--- src/rtl/pcxrle_pkg.sv ---
// Shared types and constants of the PCX run-length scanline encoder.
package pcxrle_pkg;

    // Width of a run length and the marker that flags a count byte.
    localparam int COUNT_W = 6;
    localparam logic [7:0] RUN_MARK = 8'hC0;
    localparam logic [7:0] LITERAL_LIMIT = 8'd64;

    // Defaults for the top-level parameters.
    localparam int DEF_MAX_RUN = 63;
    localparam int DEF_QUEUE_DEPTH = 4;

    // One pixel request.
    typedef struct packed {
        logic [7:0] pixel;
        logic       line_end;
    } pix_item_t;

    // One encoded byte.
    typedef struct packed {
        logic [7:0] code_byte;
        logic       last_of_item;
        logic       line_done;
    } code_item_t;

    // Work for the back end: up to two runs to emit, in order, for one pixel.
    typedef struct packed {
        logic               a_valid;
        logic [7:0]         a_value;
        logic [COUNT_W-1:0] a_count;
        logic               b_valid;
        logic [7:0]         b_value;
        logic [COUNT_W-1:0] b_count;
        logic               line_end;
    } run_cmd_t;

endpackage

--- src/rtl/pcxrle_front.sv ---
// Front end: tracks the held run and turns each pixel into run commands.
module pcxrle_front #(
    parameter int MAX_RUN = pcxrle_pkg::DEF_MAX_RUN
) (
    input  logic                  clk,
    input  logic                  rst_n,
    input  logic                  pix_valid,
    output logic                  pix_stall,
    input  pcxrle_pkg::pix_item_t pix_item,
    input  logic                  queue_full,
    output logic                  cmd_push,
    output pcxrle_pkg::run_cmd_t  cmd
);
    import pcxrle_pkg::*;

    localparam logic [COUNT_W-1:0] MAX_CNT = COUNT_W'(MAX_RUN);

    logic [7:0]         held_value_reg, held_value_next;
    logic [COUNT_W-1:0] held_count_reg, held_count_next;
    logic               accept;
    logic               flush_before, flush_after;
    logic [COUNT_W-1:0] count_mid, count_grown;
    logic [7:0]         value_mid;

    // The queue sets the pace of the pixel channel.
    assign pix_stall = queue_full;
    assign accept = pix_valid && !pix_stall;

    // Close the held run when the value changes, then extend or start a run,
    // then close it again when it is full or the line ends.
    always_comb
    begin
        flush_before = (held_count_reg != '0)
                       && ((pix_item.pixel != held_value_reg) || (held_count_reg >= MAX_CNT));
        count_mid = flush_before ? '0 : held_count_reg;
        value_mid = (count_mid == '0) ? pix_item.pixel : held_value_reg;
        count_grown = (count_mid == '0) ? COUNT_W'(1) : count_mid + COUNT_W'(1);
        flush_after = (count_grown >= MAX_CNT) || pix_item.line_end;

        cmd.a_valid  = flush_before;
        cmd.a_value  = held_value_reg;
        cmd.a_count  = held_count_reg;
        cmd.b_valid  = flush_after;
        cmd.b_value  = value_mid;
        cmd.b_count  = count_grown;
        cmd.line_end = pix_item.line_end;

        cmd_push = accept && (flush_before || flush_after);

        held_value_next = held_value_reg;
        held_count_next = held_count_reg;
        if (accept)
        begin
            held_value_next = value_mid;
            held_count_next = flush_after ? '0 : count_grown;
        end
    end

    // Held run state.
    always_ff @(posedge clk or negedge rst_n)
    begin
        if (!rst_n)
        begin
            held_value_reg <= '0;
            held_count_reg <= '0;
        end
        else
        begin
            held_value_reg <= held_value_next;
            held_count_reg <= held_count_next;
        end
    end

    // A full run is always closed in the step that filled it.
    assert property (@(posedge clk) disable iff (!rst_n) held_count_reg < MAX_CNT)
        else $error("held run reached the maximum length without being emitted");

    // Every pixel that ends a line hands a command to the back end.
    assert property (@(posedge clk) disable iff (!rst_n)
        accept && pix_item.line_end |-> cmd_push && cmd.b_valid)
        else $error("line end accepted without closing the held run");

    // After a line end no run is held.
    assert property (@(posedge clk) disable iff (!rst_n)
        accept && pix_item.line_end |=> held_count_reg == '0)
        else $error("run held across a scanline boundary");

endmodule

--- src/rtl/pcxrle_queue.sv ---
// Short queue of run commands between the front end and the back end.
module pcxrle_queue #(
    parameter int DEPTH = pcxrle_pkg::DEF_QUEUE_DEPTH
) (
    input  logic                   clk,
    input  logic                   rst_n,
    input  logic                   push,
    output logic                   full,
    input  pcxrle_pkg::run_cmd_t   wr_cmd,
    input  logic                   pop,
    output logic                   head_valid,
    output pcxrle_pkg::run_cmd_t   head_cmd
);
    import pcxrle_pkg::*;

    localparam int PTR_W = (DEPTH > 1) ? $clog2(DEPTH) : 1;
    localparam int CNT_W = $clog2(DEPTH + 1);
    localparam logic [PTR_W-1:0] LAST_PTR = PTR_W'(DEPTH - 1);
    localparam logic [CNT_W-1:0] FULL_CNT = CNT_W'(DEPTH);

    run_cmd_t           entry_reg [DEPTH];
    logic [PTR_W-1:0]   wr_ptr_reg, wr_ptr_next;
    logic [PTR_W-1:0]   rd_ptr_reg, rd_ptr_next;
    logic [CNT_W-1:0]   count_reg, count_next;
    logic               do_push, do_pop;

    assign full       = (count_reg == FULL_CNT);
    assign head_valid = (count_reg != '0);
    assign head_cmd   = entry_reg[rd_ptr_reg];
    assign do_push    = push && !full;
    assign do_pop     = pop && head_valid;

    // Pointer and fill bookkeeping.
    always_comb
    begin
        wr_ptr_next = wr_ptr_reg;
        rd_ptr_next = rd_ptr_reg;
        count_next  = count_reg;
        if (do_push)
        begin
            wr_ptr_next = (wr_ptr_reg == LAST_PTR) ? '0 : wr_ptr_reg + PTR_W'(1);
        end
        if (do_pop)
        begin
            rd_ptr_next = (rd_ptr_reg == LAST_PTR) ? '0 : rd_ptr_reg + PTR_W'(1);
        end
        if (do_push && !do_pop)
        begin
            count_next = count_reg + CNT_W'(1);
        end
        else if (do_pop && !do_push)
        begin
            count_next = count_reg - CNT_W'(1);
        end
    end

    always_ff @(posedge clk or negedge rst_n)
    begin
        if (!rst_n)
        begin
            wr_ptr_reg <= '0;
            rd_ptr_reg <= '0;
            count_reg  <= '0;
        end
        else
        begin
            wr_ptr_reg <= wr_ptr_next;
            rd_ptr_reg <= rd_ptr_next;
            count_reg  <= count_next;
        end
    end

    // Entry storage needs no reset.
    always_ff @(posedge clk)
    begin
        if (do_push)
        begin
            entry_reg[wr_ptr_reg] <= wr_cmd;
        end
    end

    // The fill level never exceeds the depth.
    assert property (@(posedge clk) disable iff (!rst_n) count_reg <= FULL_CNT)
        else $error("run queue overflow");

    // A request offered while full must not be written.
    assert property (@(posedge clk) disable iff (!rst_n)
        push && full |=> $stable(wr_ptr_reg))
        else $error("run queue written while full");

    // Both pointers agree with the fill level when the queue is empty.
    assert property (@(posedge clk) disable iff (!rst_n)
        count_reg == '0 |-> wr_ptr_reg == rd_ptr_reg)
        else $error("run queue pointers disagree with empty level");

endmodule

--- src/rtl/pcxrle_back.sv ---
// Back end: expands run commands into code bytes, one per cycle unless stalled.
module pcxrle_back (
    input  logic                   clk,
    input  logic                   rst_n,
    input  logic                   head_valid,
    input  pcxrle_pkg::run_cmd_t   head_cmd,
    output logic                   pop,
    output logic                   code_valid,
    input  logic                   code_stall,
    output pcxrle_pkg::code_item_t code_item
);
    import pcxrle_pkg::*;

    logic [1:0]  pos_reg, pos_next;
    logic        out_valid_reg, out_valid_next;
    code_item_t  out_reg, out_next;
    logic [1:0]  len_a, len_b;
    logic [2:0]  len_total;
    logic        is_last;
    logic        in_run_a;
    logic [1:0]  sub_pos;
    logic        load;

    // Bytes a run takes: a count byte is needed for a repeat or a high value.
    function automatic logic [1:0] run_len(input logic v, input logic [7:0] value,
                                           input logic [COUNT_W-1:0] count);
        logic [1:0] len;
        if (!v)
        begin
            len = 2'd0;
        end
        else if ((count > COUNT_W'(1)) || (value >= LITERAL_LIMIT))
        begin
            len = 2'd2;
        end
        else
        begin
            len = 2'd1;
        end
        return len;
    endfunction

    // Pick the byte at the current position of the head command.
    always_comb
    begin
        len_a     = run_len(head_cmd.a_valid, head_cmd.a_value, head_cmd.a_count);
        len_b     = run_len(head_cmd.b_valid, head_cmd.b_value, head_cmd.b_count);
        len_total = {1'b0, len_a} + {1'b0, len_b};
        is_last   = ({1'b0, pos_reg} == (len_total - 3'd1));
        in_run_a  = (pos_reg < len_a);
        sub_pos   = in_run_a ? pos_reg : (pos_reg - len_a);

        out_next = out_reg;
        if (in_run_a)
        begin
            out_next.code_byte = ((len_a == 2'd2) && (sub_pos == 2'd0))
                ? (RUN_MARK | {2'b00, head_cmd.a_count}) : head_cmd.a_value;
        end
        else
        begin
            out_next.code_byte = ((len_b == 2'd2) && (sub_pos == 2'd0))
                ? (RUN_MARK | {2'b00, head_cmd.b_count}) : head_cmd.b_value;
        end
        out_next.last_of_item = is_last;
        out_next.line_done    = is_last && head_cmd.line_end;

        load = head_valid && (!out_valid_reg || !code_stall);
        pop  = load && is_last;

        pos_next = pos_reg;
        if (load)
        begin
            pos_next = is_last ? 2'd0 : pos_reg + 2'd1;
        end

        out_valid_next = out_valid_reg;
        if (!out_valid_reg || !code_stall)
        begin
            out_valid_next = head_valid;
        end
    end

    always_ff @(posedge clk or negedge rst_n)
    begin
        if (!rst_n)
        begin
            pos_reg       <= 2'd0;
            out_valid_reg <= 1'b0;
        end
        else
        begin
            pos_reg       <= pos_next;
            out_valid_reg <= out_valid_next;
        end
    end

    // Output byte register.
    always_ff @(posedge clk)
    begin
        if (load)
        begin
            out_reg <= out_next;
        end
    end

    assign code_valid = out_valid_reg;
    assign code_item  = out_reg;

    // The end of a line is always the last byte of its pixel.
    assert property (@(posedge clk) disable iff (!rst_n)
        code_valid && code_item.line_done |-> code_item.last_of_item)
        else $error("line_done on a byte that is not the last of its pixel");

    // The position never passes the byte count of the head command.
    assert property (@(posedge clk) disable iff (!rst_n)
        head_valid |-> ({1'b0, pos_reg} < len_total))
        else $error("byte position beyond the head command");

    // A command is only retired on its final byte.
    assert property (@(posedge clk) disable iff (!rst_n)
        pop |-> load && is_last)
        else $error("run command retired early");

endmodule

--- src/rtl/pcx_rle_scanline_encoder_unit.sv ---
// Top level of the PCX run-length scanline encoder.
//
// Pixels enter on the pix channel (pix_valid, pix_stall, pix_item), one per
// request, with line_end set on the last pixel of a scanline. Code bytes leave
// on the code channel (code_valid, code_stall, code_item), one byte per
// request; last_of_item marks the final byte caused by a pixel and line_done
// the final byte of a scanline. A pixel that only extends a run yields no byte.
// The first byte of a pixel passes through the run queue and then the output
// byte register. Throughput: one pixel per cycle on the input while pix_stall
// is low and one byte per cycle on the output while code_stall is low; a pixel
// causes zero to four bytes, so the sustained pixel rate follows the byte count.
// The one-byte output channel sets the sustained rate; the QUEUE_DEPTH-entry run
// queue only absorbs bursts.
// Reset empties the queue, drops the output byte and clears the held run.
// While code_stall is high the offered byte holds; the queue keeps taking
// pixels until it is full, and then pix_stall rises.
module pcx_rle_scanline_encoder_unit #(
    parameter int MAX_RUN     = pcxrle_pkg::DEF_MAX_RUN,
    parameter int QUEUE_DEPTH = pcxrle_pkg::DEF_QUEUE_DEPTH
) (
    input  logic                   clk,
    input  logic                   rst_n,
    input  logic                   pix_valid,
    output logic                   pix_stall,
    input  pcxrle_pkg::pix_item_t  pix_item,
    output logic                   code_valid,
    input  logic                   code_stall,
    output pcxrle_pkg::code_item_t code_item
);
    import pcxrle_pkg::*;

    logic       queue_push;
    logic       queue_full;
    run_cmd_t   front_cmd;
    run_cmd_t   head_cmd;
    logic       head_valid;
    logic       head_pop;

    pcxrle_front #(
        .MAX_RUN (MAX_RUN)
    ) u_front (
        .clk        (clk),
        .rst_n      (rst_n),
        .pix_valid  (pix_valid),
        .pix_stall  (pix_stall),
        .pix_item   (pix_item),
        .queue_full (queue_full),
        .cmd_push   (queue_push),
        .cmd        (front_cmd)
    );

    pcxrle_queue #(
        .DEPTH (QUEUE_DEPTH)
    ) u_queue (
        .clk        (clk),
        .rst_n      (rst_n),
        .push       (queue_push),
        .full       (queue_full),
        .wr_cmd     (front_cmd),
        .pop        (head_pop),
        .head_valid (head_valid),
        .head_cmd   (head_cmd)
    );

    pcxrle_back u_back (
        .clk        (clk),
        .rst_n      (rst_n),
        .head_valid (head_valid),
        .head_cmd   (head_cmd),
        .pop        (head_pop),
        .code_valid (code_valid),
        .code_stall (code_stall),
        .code_item  (code_item)
    );

endmodule
--- config.mk ---
export PLATFORM = sky130hd
export DESIGN_NAME = pcx_rle_scanline_encoder_unit
export DESIGN_NICKNAME = d
export VERILOG_FILES = /design/src/rtl/pcxrle_pkg.sv /design/src/rtl/pcxrle_front.sv /design/src/rtl/pcxrle_queue.sv /design/src/rtl/pcxrle_back.sv /design/src/rtl/pcx_rle_scanline_encoder_unit.sv
export SDC_FILE = /design/constraint.sdc
export NUM_CORES = 1
export LEC_CHECK = 0
export BUFFER_PORTS_ARGS = -buffer_cell sky130_fd_sc_hd__buf_2
export CORE_MARGIN = 2
export CORE_UTILIZATION = 45
export DETAILED_ROUTE_END_ITERATION = 12
export GPL_TIMING_DRIVEN = 1
export HOLD_SLACK_MARGIN = 0.03
export SLEW_MARGIN = 40
export SYNTH_ARGS = -nofsm -noshare
export SYNTH_HDL_FRONTEND = slang
export SYNTH_SLANG_ARGS = --single-unit
export TNS_END_PERCENT = 5
--- constraint.sdc ---
create_clock -name clk -period 5.35 [get_ports clk]
set_clock_uncertainty 0.15 [all_clocks]
set_input_delay 1.07 -clock clk [delete_from_list [all_inputs] [get_ports clk]]
set_output_delay 1.07 -clock clk [all_outputs]
set_load 0.005 [all_outputs]
==> impl_metrics.tcl, run 1 <==
set metrics [dict create \
    result_of_the_run "finished, final reports clean" \
    vias 3625 \
    synth_seq_area_share_pct 66.9 \
    die-width_um 128 \
    cts_buffer_depth 2 \
    critical_path.startpoint_type "register" \
    initial_standard_cell_utilization_of_the_core_pct 45.8 \
    hpwl_mm 9.15 \
    cellLeakagePower_nw 2.85 \
    postSynthNetCount 427 \
    dieHeight_um 128 \
    synth-seq-cells 158 \
    design.final.nets 475 \
    area.growth.synth_to_final_pct 15.0 \
    cts-htree-levels 4 \
    period_needed_ns 4.86 \
    synth_top_cells_by_count "edfxtp_1 (134), dfrtp_1 (24), mux4_2 (20)" \
    post_cts_resize_count 0 \
    first_global_vias 3767 \
    holdCritStartpoint "u_queue.count_reg[2]" \
    worst_setup_path_end_kind "register" \
    max_freq_mhz 206 \
    clock-sinks 158 \
    layout-drive-gt1-share_pct 27.6 \
    dp_cells 616 \
    worst-path-max-fanout 16 \
    tritoncts.num_buffers 17 \
    drtAntennaViolNets 0 \
    ir_drop_uv 238 \
    setup.reg_to_reg.worst_slack_ns 0.49 \
    powerDensity_nw_per_um2 550 \
    num_io_pins 25 \
    drc 0 \
    required_ns 5.51 \
    total_power_consumption_mw 4.37 \
    coreArea_um2 15100 \
    detail_route.wirelength_mm 13.9 \
    setup_viol 0 \
    synth_area_per_cell_um2 17.3 \
    grt_total_usage_pct 18.6 \
    synth_cells 399 \
    io_buffers 24 \
    ctsHoldBuffers 0 \
    placementRows 45 \
    timing_worst_setup_path_type "reg -> reg" \
    min_path_cells 1 \
    timing.max_slew.rel_slack_pct 51.0 \
    final_worst_path_setup_slack_ns 0.491 \
    globalRoute.totalOverflow 0 \
    cell_type_contributing_the_most_total_cell_area_after_synthesis "edfxtp_1" \
    library_cell_used_as_clock_root_buffer "clkbuf_16" \
    die_area_um2 16400 \
    endpoint_of_the_worst_hold_path "u_queue.count_reg[2]" \
    setup-tns-final_ns 0 \
    antenna_found_initial 0 \
    dp_worst_setup_slack_ns 0.414 \
    post_route_clock_period_utilization_pct 90.8 \
    cell_variety_after_synth 47 \
    path_clk_slew_ns 0.06 \
    globalplace.congestion 0.787 \
    clock_network_latency_to_the_later_pin_of_the_worst_skew_pair_ns 0.42 \
    holdWs_ns 0.346 \
    synth_top_cell_area_share_pct 58.2 \
    num_antenna_cells 0 \
    timing.final.hold_violations 0 \
    drt-pass1-iter-count 4 \
    largest_net_degree_at_the_start_of_global_routing 26 \
    stdcell_count 648 \
    reg2regPathDepth 16 \
    reg2reg_to "u_queue.count_reg[1]" \
    timing.critical_path.arrival_ns 5.02 \
    cts_tree "yes" \
    drt_iter0_markers 266 \
    drt-vias-per-instance 5.59 \
    finalInstanceArea_um2 7950 \
    synth-edff-count 134 \
    hold_class "reg -> reg" \
    synth_area_leaders "edfxtp_1 (58%), dfrtp_1 (8.7%), mux4_2 (6.5%)" \
    place_area_um2 7350 \
    rsz0062_at_grt "no" \
    max_cap_violations 0 \
    wl_per_cell_um 21.4 \
    grt_pass1_wl_mm 21.9 \
    synth-async-reset-ratio_pct 15.2 \
    synthesis.yosys.warnings 0 \
    synth_most_common_cell "edfxtp_1" \
    largest_register_ffs 124 \
    critical_r2r_launch "u_queue.rd_ptr_reg[0]" \
    utilization_pct 52.7 \
    worst_margin_slew_ns 0.734 \
    final_max_slew_viol_count 0 \
    setup_fix_bufs_post_cts 0 \
    syn-cell-area_um2 6910 \
    synth_ff_type "edfxtp_1" \
]
-- metal layers --
layer | part of all wire (%) | track usage [%] | up-vias | routed length [µm]
met3 | 2.8 | 3.96 | 21 | 392
met5 | 0 | 0 | - | 0
met1 | 46 | 24.9 | 1875 | 6400
li1 | - | - | 1664 | -
met2 | 49 | 30.3 | 65 | 6820
met4 | 1.8 | 7.18 | 0 | 255
-- where the power goes --
part           internal (mW)  total, mW  leakage [nW]  switching [mW]
Combinational          0.614       1.33          1.05           0.712
Sequential              1.67       1.83          1.52           0.164
Clock                  0.732       1.21         0.280           0.482
Total                   3.01       4.37          2.85            1.36
-- cells by family (layout without fill, tap and decap cells) --
logic type	Yosys count	after routing	share of synthesized area (%)
flip-flops	158	158	66.9
AND/OR/NAND/NOR	81	81	6.52
multiplexers	59	59	15.1
AO/OA/AOI/OAI	37	37	3.86
buffers and inverters	31	92	2.43
XOR/XNOR	18	18	2.28
adder cells (fa/ha/maj)	15	15	2.93
-- cell usage in the layout (no fill, tap or decap), types with 4 or more instances in the layout --
cell,n
buf_4,18
nand2b_1,5
xor2_1,13
nor3_1,5
and2_1,5
nor2b_1,5
xnor2_1,5
buf_2,24
inv_1,16
mux2i_1,9
and3_1,4
nor2_1,9
o21ai_0,6
clkbuf_16,17
nand2_1,19
dfrtp_1,23
nand3_1,8
mux2_2,19
mux4_2,20
a211oi_1,5
ha_1,13
mux4_1,11
edfxtp_1,134
clkinvlp_4,4
a21oi_1,10
-- critical path, stage by stage (launching register included) --
cell and delay [ns]:
dfrtp_2 0.71, buf_4 0.24, mux4_1 0.63, nor3_2 0.29, and2_1 0.20, nand2b_1 0.17, ha_1 0.24, inv_1 0.06
ha_1 0.23, xor2_1 0.14, nor3_1 0.38, and2_1 0.29, inv_1 0.06, ha_1 0.22, inv_1 0.07, fa_1 0.40
mux2_2 0.27
-- how the worst max path moves through the flow --
stage	to	depth (start not counted)	slack (ns)	from
after floorplan	u_queue.entry_reg[0][0]	11	0.33	pix_item[8]
after global placement	u_queue.count_reg[1]	17	0.48	pix_item[5]
after detailed placement	u_queue.count_reg[1]	17	0.41	pix_item[5]
after CTS	u_queue.count_reg[1]	16	0.40	u_queue.rd_ptr_reg[0]
after global routing	u_queue.count_reg[1]	16	0.21	u_queue.rd_ptr_reg[0]
final	u_queue.count_reg[1]	16	0.49	u_queue.rd_ptr_reg[0]
-- final cells by class --
| cell class | count | area (µm²) |
|---|---|---|
| Fill cell | 1195 | 7140 |
| Sequential cell | 158 | 4630 |
| Multi-Input combinational cell | 210 | 2140 |
| Clock buffer | 18 | 429 |
| Timing Repair Buffer | 44 | 295 |
| Tap cell | 188 | 235 |
| Clock inverter | 14 | 169 |
| Inverter | 16 | 60.1 |
Power figures use the tool's default switching activity.
==> run 2: changes to the inputs <==
Settings changed: PLACE_DENSITY set to 0.71, SETUP_SLACK_MARGIN set to 0.5.
Clock period 5.35 ns to 4 ns, I/O delays scaled along.
==> impl_metrics.tcl, run 2 (synthesized netlist as in run 1, its figures left out) <==
set metrics [dict create \
    io_buffers 24 \
    detail_route.wirelength_mm 14.5 \
    met2_length_mm 7.50 \
    antenna_found_initial 0 \
    cts_buffer_depth 2 \
    maxUsedRoutingLayer "met4" \
    first_global_vias 3956 \
    largest_register_ffs 124 \
    cts_tree "yes" \
    critical_path.cell_chain "buf_12, buf_8, buf_6, mux4_2, nor4_4, and2_4, nand2b_4, ha_4, inv_2, ha_4, xor2_2, nor3_2, and2_4, inv_2, ha_4, inv_2, fa_1, mux2_4" \
    tritoncts.num_buffers 17 \
    path_clk_slew_ns 0.07 \
    ctsHoldBuffers 0 \
    layout-drive-gt1-share_pct 41.5 \
    die-width_um 128 \
    drtAntennaViolNets 0 \
    cp_slowest_cell "mux4_2" \
    critical_path.startpoint_type "register" \
    design.final.nets 514 \
    wl_per_cell_um 21.1 \
    drt-vias-per-instance 5.61 \
    globalplace.congestion 0.760 \
    required_ns 4.16 \
    critical_r2r_launch "u_queue.rd_ptr_reg[0]" \
    coreArea_um2 15100 \
    ir_drop_uv 399 \
    period_needed_ns 3.97 \
    num_io_pins 25 \
    timing.max_slew.rel_slack_pct 46.0 \
    filler_cell_count 1120 \
    area.growth.synth_to_final_pct 23.3 \
    drt_iter0_markers 316 \
    vias 3853 \
    final_worst_path_setup_slack_ns 0.0262 \
    num_antenna_cells 0 \
    worst_margin_slew_ns 0.808 \
    hold_class "in -> async" \
    drc 0 \
    final_common_cell "edfxtp_1" \
    final_cell_mix "edfxtp_1 (134), buf_4 (45), mux4_2 (26)" \
    placementRows 45 \
    cp.depth 18 \
    max_freq_mhz 252 \
    grt_pass1_wl_mm 22.0 \
    grt_total_usage_pct 18.4 \
    critical-path-top-delay-family "adder cells" \
    drt-pass1-iter-count 5 \
    hpwl_mm 8.91 \
    worst_setup_path_end_kind "register" \
    setup.worst_path.start "u_queue.rd_ptr_reg[0]" \
    cellLeakagePower_nw 3.08 \
    clock-sinks 158 \
    final_max_slew_viol_count 0 \
    timing.final.hold_violations 0 \
    dp_worst_setup_slack_ns -0.212 \
    worst-path-max-fanout 6 \
    setup_viol 0 \
    max_cap_violations 0 \
    die_area_um2 16400 \
    reg2regPathDepth 18 \
    dp_cells 644 \
    result_of_the_run "finished, final reports clean" \
    critical-path-max-stage-delay_ns 0.48 \
    stdcell_count 687 \
    initial_standard_cell_utilization_of_the_core_pct 45.8 \
    setup-tns-final_ns 0 \
    post_route_clock_period_utilization_pct 99.3 \
    library_cell_used_as_clock_root_buffer "clkbuf_16" \
    m1WireLength_mm 6.18 \
    met3_length_um 649 \
    timing.critical_path.arrival_ns 4.13 \
    clock_network_latency_to_the_later_pin_of_the_worst_skew_pair_ns 0.43 \
    globalRoute.totalOverflow 0 \
    path_buf_inv 6 \
    dieHeight_um 128 \
    cts-htree-levels 4 \
    powerDensity_nw_per_um2 745 \
    holdWs_ns 0.294 \
    largest_net_degree_at_the_start_of_global_routing 32 \
    rsz0062_at_grt "yes" \
    timing_worst_setup_path_type "reg -> reg" \
]
-- run 2: changes by cell type in the layout (fill, tap and decap cells not counted), sizes merged --
cell and delta:
buf +39, bufinv -1, clkbuf -1, clkinv -3, inv +5
-- run 2: area by class of cell --
class / instances / area (µm²) / area share [%]
Clock buffer: 17 / 425 / 4.99
Sequential cell: 158 / 4630 / 54.3
Tap cell: 188 / 235 / 2.76
Clock inverter: 15 / 160 / 1.88
Multi-Input combinational cell: 210 / 2320 / 27.2
Inverter: 16 / 60.1 / 0.704
Timing Repair Buffer: 83 / 698 / 8.19
-- run 2: repair_timing --
item,CTS,global route
buffers inserted,0,10
cloned,0,1
gates resized for setup,17,36
setup endpoints to repair,13,137
pin swaps,7,12
-- run 2: where the power goes --
part           internal, mW  switching (mW)  total [mW]
Combinational          1.17            1.19        2.35
Clock                 0.927           0.660        1.59
Sequential             2.23           0.180        2.41
-- run 2: final timing paths --
check	end	slack, ns
setup / recovery	u_queue.count_reg[1]	0.03
hold / removal	u_front.held_value_reg[1]	0.29
setup reg to reg	u_queue.count_reg[1]	0.03
hold reg to reg	u_queue.count_reg[2]	0.35
max in group asynchronous	u_front.held_value_reg[4]	2.88
min in group clk	u_queue.count_reg[2]	0.35
-- run 2: through the flow --
step	total power, mW	util (%)	cell area, µm²
after floorplan	3.70	-	6970
after global placement	4.39	51.0	7700
after detailed placement	4.45	51.0	7700
after CTS	6.12	55.2	8320
after global routing	6.66	56.5	8530
final	6.35	56.5	8530
-- run 2: routing by layer --
metal  GRT usage [%]  up-vias
met5               0        -
met4            6.14        0
met3            4.22       18
met2            31.6      114
met1            23.2     1976
li1                -     1745
==> run 3: changes to the inputs <==
Settings changed: CORE_ASPECT_RATIO set to 1.25, SYNTH_HIERARCHICAL set to 1.
==> impl_metrics.tcl, run 3 <==
set metrics [dict create \
    final_worst_path_setup_slack_ns 0.0274 \
    global_route.usage.met1_pct 23.4 \
    synthesis.yosys.warnings 6 \
    worst_setup_path_end_kind "register" \
    drc 0 \
    timing.max_slew.rel_slack_pct 51.0 \
    initial_standard_cell_utilization_of_the_core_pct 46.1 \
    cp-endpoint "u_queue/count_reg[1]" \
    synth-edff-count 134 \
    first_global_vias 4001 \
    globalRoute.totalOverflow 0 \
    io_buffers 24 \
    worst-path-max-fanout 5 \
    die_area_um2 16400 \
    grt_util_met3_pct 3.61 \
    hpwl_mm 9.66 \
    final_max_slew_viol_count 0 \
    synth_cells 385 \
    path_clk_slew_ns 0.07 \
    die-width_um 115 \
    coreArea_um2 15000 \
    critical_path.cell_chain "buf_6, mux4_2, or4_4, nor4_2, nand2_1, ha_2, xor2_1, o21ai_1, nor2_2, and2_4, nand2_4, ha_4, inv_2, fa_2, mux2_2" \
    clock_network_latency_to_the_later_pin_of_the_worst_skew_pair_ns 0.42 \
    critical-path-max-stage-delay_ns 0.53 \
    powerDensity_nw_per_um2 734 \
    globalplace.congestion 0.823 \
    synth-seq-cells 158 \
    grt_total_usage_pct 19.1 \
    result_of_the_run "finished, final reports clean" \
    syn-cell-area_um2 6920 \
    setup.reg_to_reg.worst_slack_ns 0.03 \
    synth_most_common_cell "edfxtp_1" \
    required_ns 4.15 \
    stdcell_count 677 \
    tritoncts.num_buffers 17 \
    synth_area_leaders "edfxtp_1 (58%), mux4_2 (9.4%), dfrtp_1 (8.7%)" \
    timing_worst_setup_path_type "reg -> reg" \
    synth_top_cell_area_share_pct 58.1 \
    dp_cells 624 \
    dp_worst_setup_slack_ns -0.420 \
    reg2regPathDepth 15 \
    synth_area_per_cell_um2 18.0 \
    cell_type_contributing_the_most_total_cell_area_after_synthesis "edfxtp_1" \
    sequential_cell_area_um2 4630 \
    post_route_clock_period_utilization_pct 99.3 \
    placementRows 50 \
    dieHeight_um 143 \
    reg2reg_to "u_queue/count_reg[1]" \
    setup.worst_path.start "u_queue/rd_ptr_reg[0]" \
    hold_class "in -> async" \
    setup_viol 0 \
    synth_top_cells_by_count "edfxtp_1 (134), mux4_2 (29), dfrtp_1 (24)" \
    critical_path.startpoint_type "register" \
    synth_seq_area_share_pct 66.8 \
    postSynthNetCount 411 \
    wl_per_cell_um 22.4 \
    area.growth.synth_to_final_pct 25.8 \
    synth_ff_type "edfxtp_1" \
    max_freq_mhz 252 \
    largest_net_degree_at_the_start_of_global_routing 32 \
    vias 3865 \
    layout-drive-gt1-share_pct 46.9 \
    period_needed_ns 3.97 \
    critical_r2r_launch "u_queue/rd_ptr_reg[0]" \
    antenna_found_initial 0 \
    cellLeakagePower_nw 3.23 \
    cts_tree "yes" \
    clock-sinks 158 \
    worst_margin_slew_ns 0.734 \
    grt_pass1_wl_mm 22.6 \
    cp_slowest_cell "mux4_2" \
    max_cap_violations 0 \
    busiest_layer "met2" \
    drt_iter0_markers 400 \
    drtAntennaViolNets 0 \
    rsz0062_at_grt "yes" \
    ir_drop_uv 333 \
    cts-htree-levels 4 \
    design.final.nets 508 \
    largest_register_ffs 124 \
    cts_buffer_depth 2 \
    synth-async-reset-ratio_pct 15.2 \
    drt-pass1-iter-count 4 \
    cell_variety_after_synth 59 \
    final_cell_mix "edfxtp_1 (134), buf_4 (49), mux4_2 (30)" \
    timing.final.hold_violations 0 \
    library_cell_used_as_clock_root_buffer "clkbuf_16" \
    final_common_cell "edfxtp_1" \
    utilization_pct 58.0 \
    num_antenna_cells 0 \
    detail_route.wirelength_mm 15.2 \
    multi_input_area_um2 2350 \
    drt-vias-per-instance 5.71 \
    grt_util_met2_pct 33.3 \
    holdWs_ns 0.282 \
    timing.critical_path.arrival_ns 4.13 \
    num_io_pins 25 \
    filler_cell_count 1062 \
]
==> run 3: cell count changes after synthesis, moves of 4 or more <==
cell,change
mux4_1,-9
mux2i_1,+10
xor2_1,-9
mux4_2,+9
a21oi_1,-9
and3_1,-4
xnor2_1,+7
==> run 3: layer usage <==
layer | part of all wire, % | wire length, µm
met3 | 4.9 | 748
met4 | 1.9 | 288
met2 | 55 | 8330
met1 | 38 | 5800
met5 | 0 | 0
==> run 3: logic make-up (layout without fill, tap and decap cells) <==
kind of cell | count (synthesis) | count (layout) | share of synthesized area [%]
flip-flops | 158 | 158 | 66.8
AND/OR/NAND/NOR | 62 | 62 | 4.94
buffers and inverters | 32 | 142 | 2.82
multiplexers | 71 | 71 | 16.5
adder cells (fa/ha/maj) | 13 | 13 | 2.57
XOR/XNOR | 17 | 17 | 2.35
AO/OA/AOI/OAI | 32 | 32 | 4.05
==> run 3: worst min path at each step <==
stage,end,slack (ns),cells after the start
6_report,u_front/held_value_reg[4],0.28,1
3_5_place_dp,u_queue/count_reg[2],0.35,1
3_3_place_gp,u_queue/count_reg[2],0.33,1
4_1_cts,u_front/held_value_reg[4],0.29,1
5_1_grt,u_front/held_value_reg[4],0.32,1
2_1_floorplan,u_queue/count_reg[2],0.31,1
==> run 3: worst max-delay path: cells and delay by family, from the launching register on <==
family	cells	cell delay, ns
xor+xnor	1	0.14
mux	2	0.80
simple gates	6	1.20
fa+ha+maj	3	0.90
buf+inv	2	0.18
compound gates	1	0.11
flops	1	0.39
==> run 3: report_power, final <==
| part | internal (mW) | total [mW] | switching [mW] |
|---|---|---|---|
| combinational | 1.24 | 2.36 | 1.11 |
| sequential | 2.23 | 2.44 | 0.211 |
| clock | 0.928 | 1.60 | 0.667 |
| total | 4.39 | 6.39 | 1.99 |
==> run 3: area by class of cell <==
class	count	area share, %
Clock buffer	17	4.89
Multi-Input combinational cell	195	27.0
Tap cell	182	2.62
Timing Repair Buffer	96	9.81
Inverter	14	0.632
Sequential cell	158	53.2
Clock inverter	15	1.88
==> run 3: through the flow <==
stage,power [mW],setup TNS [ns],instance area [µm²]
2_1_floorplan,3.75,-0.142,7010
3_3_place_gp,4.43,-12.08,7690
3_5_place_dp,4.49,-20.19,7690
4_1_cts,6.24,0,8420
5_1_grt,6.68,-0.0901,8710
6_report,6.39,0,8710
==> run 3: timing repair <==
item / in CTS / in global routing
resized for setup: 13 / 46
pin swaps: 4 / 16
setup buffers: 10 / 9
hold buffers: 0 / 0
cloned: 0 / 2
setup endpoints to repair: 139 / 139
